--- src/rtl/hrlp_pkg.sv ---
`timescale 1ns / 1ps
`default_nettype none
// ----------------------------------------------------------------------------
// hrlp_pkg
// Shared types, character codes and lookup tables of the request line parser.
// ----------------------------------------------------------------------------
package hrlp_pkg;

  localparam logic [7:0] CHAR_SP    = 8'h20;
  localparam logic [7:0] CHAR_CR    = 8'h0D;
  localparam logic [7:0] CHAR_LF    = 8'h0A;
  localparam logic [7:0] CHAR_PCT   = 8'h25;
  localparam logic [7:0] CHAR_PLUS  = 8'h2B;
  localparam logic [7:0] CHAR_QMARK = 8'h3F;
  localparam logic [7:0] CHAR_SLASH = 8'h2F;

  localparam int CMD_BYTES        = 4;
  localparam int DEFAULT_PATH_LEN = 11;

  localparam logic ITEM_PATH    = 1'b0;
  localparam logic ITEM_VERDICT = 1'b1;

  typedef enum logic [1:0] {
    VERDICT_OK         = 2'd0,
    VERDICT_MALFORMED  = 2'd1,
    VERDICT_BAD_METHOD = 2'd2
  } verdict_t;

  typedef enum logic [2:0] {
    PH_METHOD = 3'd0,
    PH_PATH   = 3'd1,
    PH_QUERY  = 3'd2,
    PH_REST   = 3'd3,
    PH_DONE   = 3'd4
  } phase_t;

  // work handed from the front end to the back end for one input item
  typedef struct packed {
    logic [CMD_BYTES-1:0][7:0] bytes;
    logic [2:0]                nbytes;
    logic                      dflt;
    logic                      has_verdict;
    verdict_t                  verdict;
  } cmd_t;

  function automatic logic [7:0] default_path_char(input logic [3:0] idx);
    logic [7:0] c;
    case (idx)
      4'd0:    c = 8'h2F; // /
      4'd1:    c = 8'h69; // i
      4'd2:    c = 8'h6E; // n
      4'd3:    c = 8'h64; // d
      4'd4:    c = 8'h65; // e
      4'd5:    c = 8'h78; // x
      4'd6:    c = 8'h2E; // .
      4'd7:    c = 8'h68; // h
      4'd8:    c = 8'h74; // t
      4'd9:    c = 8'h6D; // m
      4'd10:   c = 8'h6C; // l
      default: c = 8'h00;
    endcase
    return c;
  endfunction

  function automatic logic [7:0] method_char(input logic [1:0] idx);
    logic [7:0] c;
    case (idx)
      2'd0:    c = 8'h47; // G
      2'd1:    c = 8'h45; // E
      2'd2:    c = 8'h54; // T
      default: c = 8'h00;
    endcase
    return c;
  endfunction

endpackage
`default_nettype wire

--- src/rtl/hrlp_cmd_fifo.sv ---
`timescale 1ns / 1ps
`default_nettype none
// ----------------------------------------------------------------------------
// hrlp_cmd_fifo
// Short command queue between the front end and the back end.
// ----------------------------------------------------------------------------
module hrlp_cmd_fifo #(
  parameter int DEPTH = 4
) (
  input  wire logic           clk,
  input  wire logic           rst,
  input  wire logic           push,
  input  wire hrlp_pkg::cmd_t push_data,
  output logic                full,
  input  wire logic           pop,
  output hrlp_pkg::cmd_t      head,
  output logic                empty
);

  localparam int PTR_W = (DEPTH > 1) ? $clog2(DEPTH) : 1;
  localparam int CNT_W = $clog2(DEPTH + 1);

  hrlp_pkg::cmd_t   mem [DEPTH];
  logic [PTR_W-1:0] wr_ptr;
  logic [PTR_W-1:0] rd_ptr;
  logic [CNT_W-1:0] count;
  logic             do_push;
  logic             do_pop;

  assign full    = (count == CNT_W'(DEPTH));
  assign empty   = (count == '0);
  assign do_push = push && !full;
  assign do_pop  = pop && !empty;
  assign head    = mem[rd_ptr];

  always_ff @(posedge clk) begin
    if (rst) begin
      wr_ptr <= '0;
      rd_ptr <= '0;
      count <= '0;
    end else begin
      if (do_push) begin
        wr_ptr <= (wr_ptr == PTR_W'(DEPTH - 1)) ? '0 : wr_ptr + PTR_W'(1);
      end
      if (do_pop) begin
        rd_ptr <= (rd_ptr == PTR_W'(DEPTH - 1)) ? '0 : rd_ptr + PTR_W'(1);
      end
      if (do_push && !do_pop) count <= count + CNT_W'(1);
      else if (do_pop && !do_push) count <= count - CNT_W'(1);
    end
  end

  always_ff @(posedge clk) begin
    if (do_push) mem[wr_ptr] <= push_data;
  end

endmodule
`default_nettype wire

--- config.mk ---
export PLATFORM = sky130hd
export DESIGN_NAME = hrlp_cmd_fifo
export DESIGN_NICKNAME = d
export VERILOG_FILES = /design/src/rtl/hrlp_pkg.sv /design/src/rtl/hrlp_cmd_fifo.sv
export SDC_FILE = /design/constraint.sdc
export NUM_CORES = 1
export LEC_CHECK = 0
export ABC_AREA = 1
export CAP_MARGIN = 15
export CORE_UTILIZATION = 65
export DETAILED_ROUTE_END_ITERATION = 8
export DONT_BUFFER_PORTS = 1
export PLACE_DENSITY = 0.81
export SLEW_MARGIN = 20
export SYNTH_ARGS = -nofsm -noshare
export SYNTH_HDL_FRONTEND = slang
export SYNTH_SLANG_ARGS = --single-unit
--- constraint.sdc ---
create_clock -name clk -period 6.4 [get_ports clk]
set_input_delay 0.64 -clock clk [delete_from_list [all_inputs] [get_ports clk]]
set_output_delay 0.64 -clock clk [all_outputs]
set_load 0.02 [all_outputs]
==> flow_metrics.tcl <==
set metrics [dict create \
    tritoncts "done" \
    h-tree-depth 4 \
    hp-class "input port to flop" \
    power.density_nw_per_um2 466 \
    power.leakage_nw 2.38 \
    end_kind "output port" \
    fin_worst_skew_ps 6.40 \
    stdcell_area_um2 7010 \
    finalCritPeriodShare_pct 50.4 \
    place_congestion 0.731 \
    r2r_start "count[0]$_SDFFE_PP0P_" \
    vias 3620 \
    fp.dieH_um 100 \
    max-vdd-ir-drop_mv 0.303 \
    cp.required_ps 5760 \
    cts_buffers 17 \
    dieArea_um2 10100 \
    initialDrtViolationCount 281 \
    synth_top_area_cell "edfxtp_1" \
    avgViaCountPerCell 6.14 \
    routed_wl_mm 12.1 \
    place_hpwl_mm 6.56 \
    synth_cell_type_count 23 \
    rrSetupSlack_ps 4070 \
    layout_commonest_cell "edfxtp_1" \
    antenna_found_initial 0 \
    crit_fanout 79 \
    setup_viol_count_final 0 \
    cts-resized-gates 0 \
    cts_buffer_depth 2 \
    crit_buf_inv 2 \
    run_status "completed" \
    cp.depth 4 \
    clock_latency_ps 520 \
    worstSetupPathType "flop to output port" \
    synth.avg_cell_area_um2 14.0 \
    area_growth_pct 11.5 \
    drv_cap 0 \
    rsz0062_at_grt "false" \
    crit_path_end "head[19]" \
    maxSlewViolCount 0 \
    hold_viol 0 \
    seq_area_frac_synth_pct 77.3 \
    grt_pass1_wl_mm 18.6 \
    core-area_um2 9330 \
    num_rows 35 \
    die_w_um 100 \
    worstRegToRegCells 5 \
    drive_gt1_share_pct 9.11 \
    grt_pass1_vias 3798 \
    start_kind "flop" \
    wl_per_cell_um 20.5 \
    synth_nets 499 \
    num_antenna_cells 0 \
    cp_data_arrival_time_ps 2590 \
    mostFrequentLayoutCells "156 x edfxtp_1, 89 x nor2_1, 77 x o21ai_0" \
    crit_slowest_cell "buf_4" \
    path_delay_family "buffers and inverters" \
    synth_top_area_share_pct 74.5 \
    timing.hold.ws_ps 180 \
    synth_warnings 0 \
    io_buffers 0 \
    critical_path.cell_chain "buf_4 > inv_4 > o21ai_0 > o22ai_1" \
    grt_usage_pct 25.6 \
    synthTopCellsByArea "edfxtp_1 74%, o21ai_0 6.1%, nor2_1 5.5%" \
    dr.pass1.iters 5 \
    cpPeakStageDelay_ps 600 \
    final_antenna_net_count 0 \
    regToRegEndpoint "mem[2][15]$_DFFE_PP_" \
    worst_slew_pin_slew_ps 755 \
    ctsHoldBuffers 0 \
    ys_seq_elements 165 \
    overflow 0 \
    grt_max_degree 80 \
    max_freq_mhz 310 \
    cts.clk_slew.worst_paths_ps 60 \
    drc 0 \
    final_core_util_pct 75.2 \
    synth.cell_area_um2 6290 \
    slew-limit-headroom_pct 49.7 \
    finalPower_mw 3.27 \
    clock-root-buffer "clkbuf_8" \
    fin_setup_tns_ps 0 \
    pin_count 84 \
    initial_core_util_pct 67.4 \
    post-cts-setup-buffers 0 \
    netlist_instances 449 \
    min_period_ps 3230 \
    nets 499 \
    place_area_um2 6360 \
    numClockSinks 165 \
]
registers in the layout (all words and copies together), names as in the netlist, named ones only:
signal and count:
count 3, rd_ptr 2, wr_ptr 2, mem 156
where the power goes:
group / leakage [nW] / internal [mW] / switching, mW
clock: 0.314 / 0.713 / 0.398
combinational: 0.560 / 0.167 / 0.630
sequential: 1.50 / 1.32 / 0.0368
synth_stat cells, drive strengths merged:
| cell | number |
|---|---|
| a21oi | 3 |
| nand4 | 1 |
| dfxtp | 9 |
| fa | 1 |
| o22ai | 39 |
| nand2 | 14 |
| nand3b | 2 |
| clkbuf | 9 |
| inv | 18 |
| nor2 | 93 |
| buf | 16 |
| o21ai | 79 |
| ha | 6 |
| xor2 | 1 |
| edfxtp | 156 |
| nand3 | 2 |
cells by family after synthesis:
kind of cell | count (synthesis) | share of synthesized area, %
adders and majority gates | 7 | 1.51
DFF | 165 | 77.3
buffers and inverters | 43 | 3.74
AOI/OAI and AO/OA | 121 | 10.4
and+or+nand+nor | 112 | 6.88
xor gates and xnor gates | 1 | 0.139
metrics by stage:
step                std cells  setup slack (ps)
CTS                       590              3200
finish                    590              3170
global placement          559              3850
detailed placement        559              3760
global route              590              3050
floorplan                 449              3570
worst min-delay path by stage:
stage	from	end	slack (ps)	depth (start not counted)
3_3_place_gp	rd_ptr[1]$_SDFFE_PP0P_	rd_ptr[1]$_SDFFE_PP0P_	510	2
6_report	rst	count[0]$_SDFFE_PP0P_	180	1
2_1_floorplan	rd_ptr[1]$_SDFFE_PP0P_	flop	480	2
4_1_cts	rst	count[0]$_SDFFE_PP0P_	160	1
3_5_place_dp	rd_ptr[1]$_SDFFE_PP0P_	rd_ptr[1]$_SDFFE_PP0P_	510	2
5_1_grt	rst	count[0]$_SDFFE_PP0P_	160	1
per-layer routing:
layer | global-route usage (%) | vias up | routed length (µm)
li1 | - | 1655 | -
met2 | 43.9 | 146 | 6260
met1 | 28.6 | 1798 | 4620
met5 | 0 | - | 0
met3 | 8.98 | 21 | 991
met4 | 12.5 | 0 | 194
layout make-up:
type / instances / area (µm²)
fill: 544 / 2320
inverter: 18 / 70.1
clock inverter: 12 / 226
multi-input combinational: 241 / 1220
timing repair buffer: 6 / 45.0
sequential: 165 / 4870
clock buffer: 19 / 422
tap: 129 / 161
Power figures use the tool's default switching activity.
