`config.mk`:
```
export PLATFORM = sky130hd
export DESIGN_NAME = hrlp_back
export DESIGN_NICKNAME = d
export VERILOG_FILES = /design/src/rtl/hrlp_pkg.sv /design/src/rtl/hrlp_back.sv
export SDC_FILE = /design/constraint.sdc
export NUM_CORES = 1
export LEC_CHECK = 0
export ABC_AREA = 0
export CORE_MARGIN = 5
export CORE_UTILIZATION = 62
export DETAILED_ROUTE_END_ITERATION = 10
export DONT_BUFFER_PORTS = 1
export PLACE_DENSITY = 0.78
export RECOVER_POWER = 25
export SLEW_MARGIN = 10
export SYNTH_ARGS = -nofsm -noshare
export SYNTH_HDL_FRONTEND = slang
export SYNTH_SLANG_ARGS = --single-unit
```
`constraint.sdc`:
```
create_clock -name clk -period 5.2 [get_ports clk]
set_clock_uncertainty 0.05 [all_clocks]
set_input_delay 0.52 -clock clk [delete_from_list [all_inputs] [get_ports clk]]
set_output_delay 0.52 -clock clk [all_outputs]
set_load 0.01 [all_outputs]
```
`src/rtl/hrlp_pkg.sv`:
```
`timescale 1ns / 1ps
`default_nettype none
// ----------------------------------------------------------------------------
// hrlp_pkg
// Shared types, character codes and lookup tables of the request line parser.
// ----------------------------------------------------------------------------
package hrlp_pkg;

  localparam logic [7:0] CHAR_SP    = 8'h20;
  localparam logic [7:0] CHAR_CR    = 8'h0D;
  localparam logic [7:0] CHAR_LF    = 8'h0A;
  localparam logic [7:0] CHAR_PCT   = 8'h25;
  localparam logic [7:0] CHAR_PLUS  = 8'h2B;
  localparam logic [7:0] CHAR_QMARK = 8'h3F;
  localparam logic [7:0] CHAR_SLASH = 8'h2F;

  localparam int CMD_BYTES        = 4;
  localparam int DEFAULT_PATH_LEN = 11;

  localparam logic ITEM_PATH    = 1'b0;
  localparam logic ITEM_VERDICT = 1'b1;

  typedef enum logic [1:0] {
    VERDICT_OK         = 2'd0,
    VERDICT_MALFORMED  = 2'd1,
    VERDICT_BAD_METHOD = 2'd2
  } verdict_t;

  typedef enum logic [2:0] {
    PH_METHOD = 3'd0,
    PH_PATH   = 3'd1,
    PH_QUERY  = 3'd2,
    PH_REST   = 3'd3,
    PH_DONE   = 3'd4
  } phase_t;

  // work handed from the front end to the back end for one input item
  typedef struct packed {
    logic [CMD_BYTES-1:0][7:0] bytes;
    logic [2:0]                nbytes;
    logic                      dflt;
    logic                      has_verdict;
    verdict_t                  verdict;
  } cmd_t;

  function automatic logic [7:0] default_path_char(input logic [3:0] idx);
    logic [7:0] c;
    case (idx)
      4'd0:    c = 8'h2F; // /
      4'd1:    c = 8'h69; // i
      4'd2:    c = 8'h6E; // n
      4'd3:    c = 8'h64; // d
      4'd4:    c = 8'h65; // e
      4'd5:    c = 8'h78; // x
      4'd6:    c = 8'h2E; // .
      4'd7:    c = 8'h68; // h
      4'd8:    c = 8'h74; // t
      4'd9:    c = 8'h6D; // m
      4'd10:   c = 8'h6C; // l
      default: c = 8'h00;
    endcase
    return c;
  endfunction

  function automatic logic [7:0] method_char(input logic [1:0] idx);
    logic [7:0] c;
    case (idx)
      2'd0:    c = 8'h47; // G
      2'd1:    c = 8'h45; // E
      2'd2:    c = 8'h54; // T
      default: c = 8'h00;
    endcase
    return c;
  endfunction

endpackage
`default_nettype wire

```
`src/rtl/hrlp_back.sv`:
```
`timescale 1ns / 1ps
`default_nettype none
// ----------------------------------------------------------------------------
// hrlp_back
// Expands each command into result items in the output register, one per
// cycle while that register is free or being taken.
// ----------------------------------------------------------------------------
module hrlp_back (
  input  wire logic           clk,
  input  wire logic           rst,
  input  wire hrlp_pkg::cmd_t head,
  input  wire logic           head_empty,
  output logic                head_pop,
  output logic                out_valid,
  input  wire logic           out_take,
  output logic                item_kind,
  output logic [7:0]          path_byte,
  output logic [1:0]          verdict,
  output logic                final_item
);

  hrlp_pkg::cmd_t cur;
  logic           cur_valid;
  logic [3:0]     step;
  logic [3:0]     dstep;
  logic [4:0]     total;
  logic           last;
  logic           issue;
  logic           load;
  logic           nxt_kind;
  logic [7:0]     nxt_byte;
  logic [1:0]     nxt_verdict;

  always_comb begin
    total = 5'({2'b00, cur.nbytes}) + (cur.dflt ? 5'(hrlp_pkg::DEFAULT_PATH_LEN) : 5'd0)
          + {4'd0, cur.has_verdict};
    last  = ({1'b0, step} + 5'd1) == total;
    dstep = step - {1'b0, cur.nbytes};

    nxt_kind    = hrlp_pkg::ITEM_PATH;
    nxt_byte    = 8'h00;
    nxt_verdict = hrlp_pkg::VERDICT_OK;
    if (step < {1'b0, cur.nbytes}) begin
      nxt_byte = cur.bytes[step[1:0]];
    end else if (cur.dflt && dstep < 4'(hrlp_pkg::DEFAULT_PATH_LEN)) begin
      nxt_byte = hrlp_pkg::default_path_char(dstep);
    end else begin
      nxt_kind    = hrlp_pkg::ITEM_VERDICT;
      nxt_verdict = cur.verdict;
    end
  end

  // the output register frees up on the same edge it is taken
  assign issue    = cur_valid && (!out_valid || out_take);
  assign load     = !cur_valid || (issue && last);
  assign head_pop = load && !head_empty;

  always_ff @(posedge clk) begin
    if (rst) begin
      cur_valid <= 1'b0;
      out_valid <= 1'b0;
      step <= '0;
    end else begin
      if (issue) out_valid <= 1'b1;
      else if (out_take) out_valid <= 1'b0;
      if (load) begin
        cur_valid <= !head_empty;
        step <= '0;
      end else if (issue) begin
        step <= step + 4'd1;
      end
    end
  end

  always_ff @(posedge clk) begin
    if (head_pop) cur <= head;
    if (issue) begin
      item_kind  <= nxt_kind;
      path_byte  <= nxt_byte;
      verdict    <= nxt_verdict;
      final_item <= (nxt_kind == hrlp_pkg::ITEM_VERDICT);
    end
  end

endmodule
`default_nettype wire
```
==> metrics <==
Post-Syn Instances=roughly 180; DR iter-0 viols=96; GRT overflow=0; crit path time final=3.83 ns; Max-cap violations=0; Clock transition at path regs=approximately 0.090 ns; synth top area cells=edfxtp_1 56%, mux4_2 6.7%, ha_1 5.1%; Routed WL per cell=about 20 um; worst endpoint required time=approximately 4.6 ns; worst ir drop on vdd=0.274 mV; TritonCTS buffer count=5; Tcrit/Tclk final=roughly 74%; post-synthesis sequential area ratio=approximately three fifths; Residual DRC=0; HPWL after detailed placement=between 3 and 4 mm; Finished Cell Area=between 2000 and 3000 um^2; Via Count=~1400; I/O pin cnt=57; M1 WL=roughly 1.8 mm; root buf cell=clkbuf_8; Rows=24; Die ar.=roughly 5800 um^2; Power Dens Cells=318 nW/um^2; fmax=roughly 260 MHz; FFs w/ async S/R, synth=0%; Final Slew Violations=0; library cells used by synthesis=42; Die Wd=approximately 76 um; first-pass GRT wire length=between 7 and 8 mm; final net count=~240; share of cells above drive strength 1=15.9%; post-CTS setup repair buffer count=0; GRT Resource Usage Total=between 10% and 20%; post-synthesis net count=about 240; core area=between 4000 and 5000 um^2; final cell count without fillers=roughly 230; post-synthesis instance area=about 2700 um^2; syn avg cell area=15.0 um^2; setup violators final=0; Warnings, synthesis=0; vias in the first global route=1586; startpoint types=flop; CTS tree=yes; leading area contributor after synthesis=edfxtp_1; cts repair resizes=0; unrepaired setup endpoints after global routing=false; # clock sinks=56; Hold/Removal Path Class=input pin to flop; Synth top area share=between 50% and 60%; # placed instances=around 230; critical path endpoint category=output pin; cell leakage power=slightly below 1 nW; pin count of the biggest net entering global routing=28; clk_lat worst skew=between 0.2 and 0.3 ns; met3 routed WL=around 300 um; Initial Utilization=between 60 and 70%; EDFF count, synth=50; CTS HTree Levels=2; Area after DPL=approximately 2700 um^2; Pre-Repair DR Iteration Count=7; setup_tns=0 ns; initial antenna violation count=0; DRT Wirelength=4.68 mm; Area Growth Syn to Fin=5.39%; number of buffers on the longest clock path=2; critical path fanouts, max=27; relative slew slack=around 49%; die span in y=around 76 um; Tightest Pin Transition=0.769 ns; Via density=between 6 and 7; ANT cells=0; Hold Fails Final Rpt=0; status=finished clean; CP Class=flop to output pin; DR WL met2=~2.5 mm; critical path arrival=approximately 3.3 ns; post-route ant nets=0; cts hold-fix bufs=0; Top FF cell, synth=edfxtp_1; register bit total from synthesis=56; Top Metal Used=met4; routability cong.=roughly 0.81; Port Buffer Count=0
==> through the flow <==
step / power, mW / util, % / worst slack (ns) / hold slack (ns)
2_1_floorplan: 0.619 / - / 0.756 / 0.404
3_3_place_gp: 0.633 / 63.5 / 1.69 / 0.440
3_5_place_dp: 0.640 / 63.5 / 1.53 / 0.441
4_1_cts: 0.910 / 66.1 / 1.34 / 0.220
5_1_grt: 0.947 / 66.1 / 1.15 / 0.211
6_report: 0.903 / 66.1 / 1.37 / 0.232
==> report_power, final <==
part / internal, mW / switching [mW]
clock: 0.143 / 0.131
combinational: 0.0370 / 0.0544
sequential: 0.522 / 0.0160
==> critical path: stages (launching register included) <==
cell and delay [ns]:
edfxtp_1 0.60, fa_1 0.51, fa_1 0.47, xor2_1 0.17, nor4_1 0.36, a31o_2 0.22
nor2b_4 0.62
==> synth_stat cells (2+ instances only) <==
| cell | instances |
|---|---|
| inv_1 | 9 |
| a211oi_4 | 2 |
| nand3_1 | 4 |
| xor2_1 | 4 |
| buf_4 | 4 |
| o21ai_0 | 3 |
| nor3_1 | 6 |
| and2_1 | 3 |
| ha_1 | 11 |
| dfxtp_1 | 6 |
| fa_1 | 3 |
| nor2_1 | 8 |
| nand2b_1 | 3 |
| a21oi_1 | 4 |
| a211oi_1 | 3 |
| xnor2_1 | 10 |
| nand2_1 | 14 |
| mux4_2 | 8 |
| edfxtp_1 | 50 |
| a211oi_2 | 2 |
==> cells in the final DEF, fill, tap and decap left out, types with 2 or more instances in the layout <==
master,synthesis,layout
fa_1,3,3
a21oi_1,4,4
mux4_2,8,8
edfxtp_1,50,50
nand2_1,14,14
xnor2_1,10,10
inv_1,9,9
and2_1,3,3
nor2_1,8,8
clkbuf_8,0,5
dfxtp_1,6,6
o21ai_0,3,3
nor3_1,6,6
nand3_1,4,4
a211oi_4,2,2
xor2_1,4,4
a211oi_1,3,3
a211oi_2,2,2
nand2b_1,3,3
ha_1,11,11
==> registers in the layout, indices dropped and copies added, names as in the netlist <==
name and count:
cur 39, path_byte 8, step 4, verdict 2, cur_valid 1, final_item 1
out_valid 1
==> worst paths after layout <==
path              slack [ns]  cells past startpoint        end  startpoint
setup reg to reg        1.55                      7    cur[11]      cur[3]
hold reg to reg         0.47                      2  out_valid   cur_valid
hold / removal          0.23                      1  out_valid         rst
setup / recovery        1.37                      6   head_pop      cur[3]
==> cells by family (layout without fill, tap and decap cells) <==
group,after synthesis,in the layout,synth area share [%]
mux,10,10,7.48
xor+xnor,16,16,6.18
simple gates,47,47,8.83
compound gates,21,21,7.01
flops,56,56,60.2
buf+inv,15,18,2.97
fa+ha+maj,14,14,7.34
==> area by class of cell <==
class                   instances  area [um^2]
multi-input cells             108         1000
repair buffers                  1         7.51
fillers                       296         1460
clock buffers                   5         68.8
clock inverters                 3         42.5
well taps                      52         65.1
flip-flops and latches         56         1620
inverters                       9         33.8
==> routing by layer <==
layer | track usage [%] | vias up
met2 | 27.8 | 64
met3 | 5.45 | 8
met1 | 21.3 | 705
met4 | 5.69 | 0
li1 | - | 664
met5 | 0 | -
(Power assumes the default switching activity.)
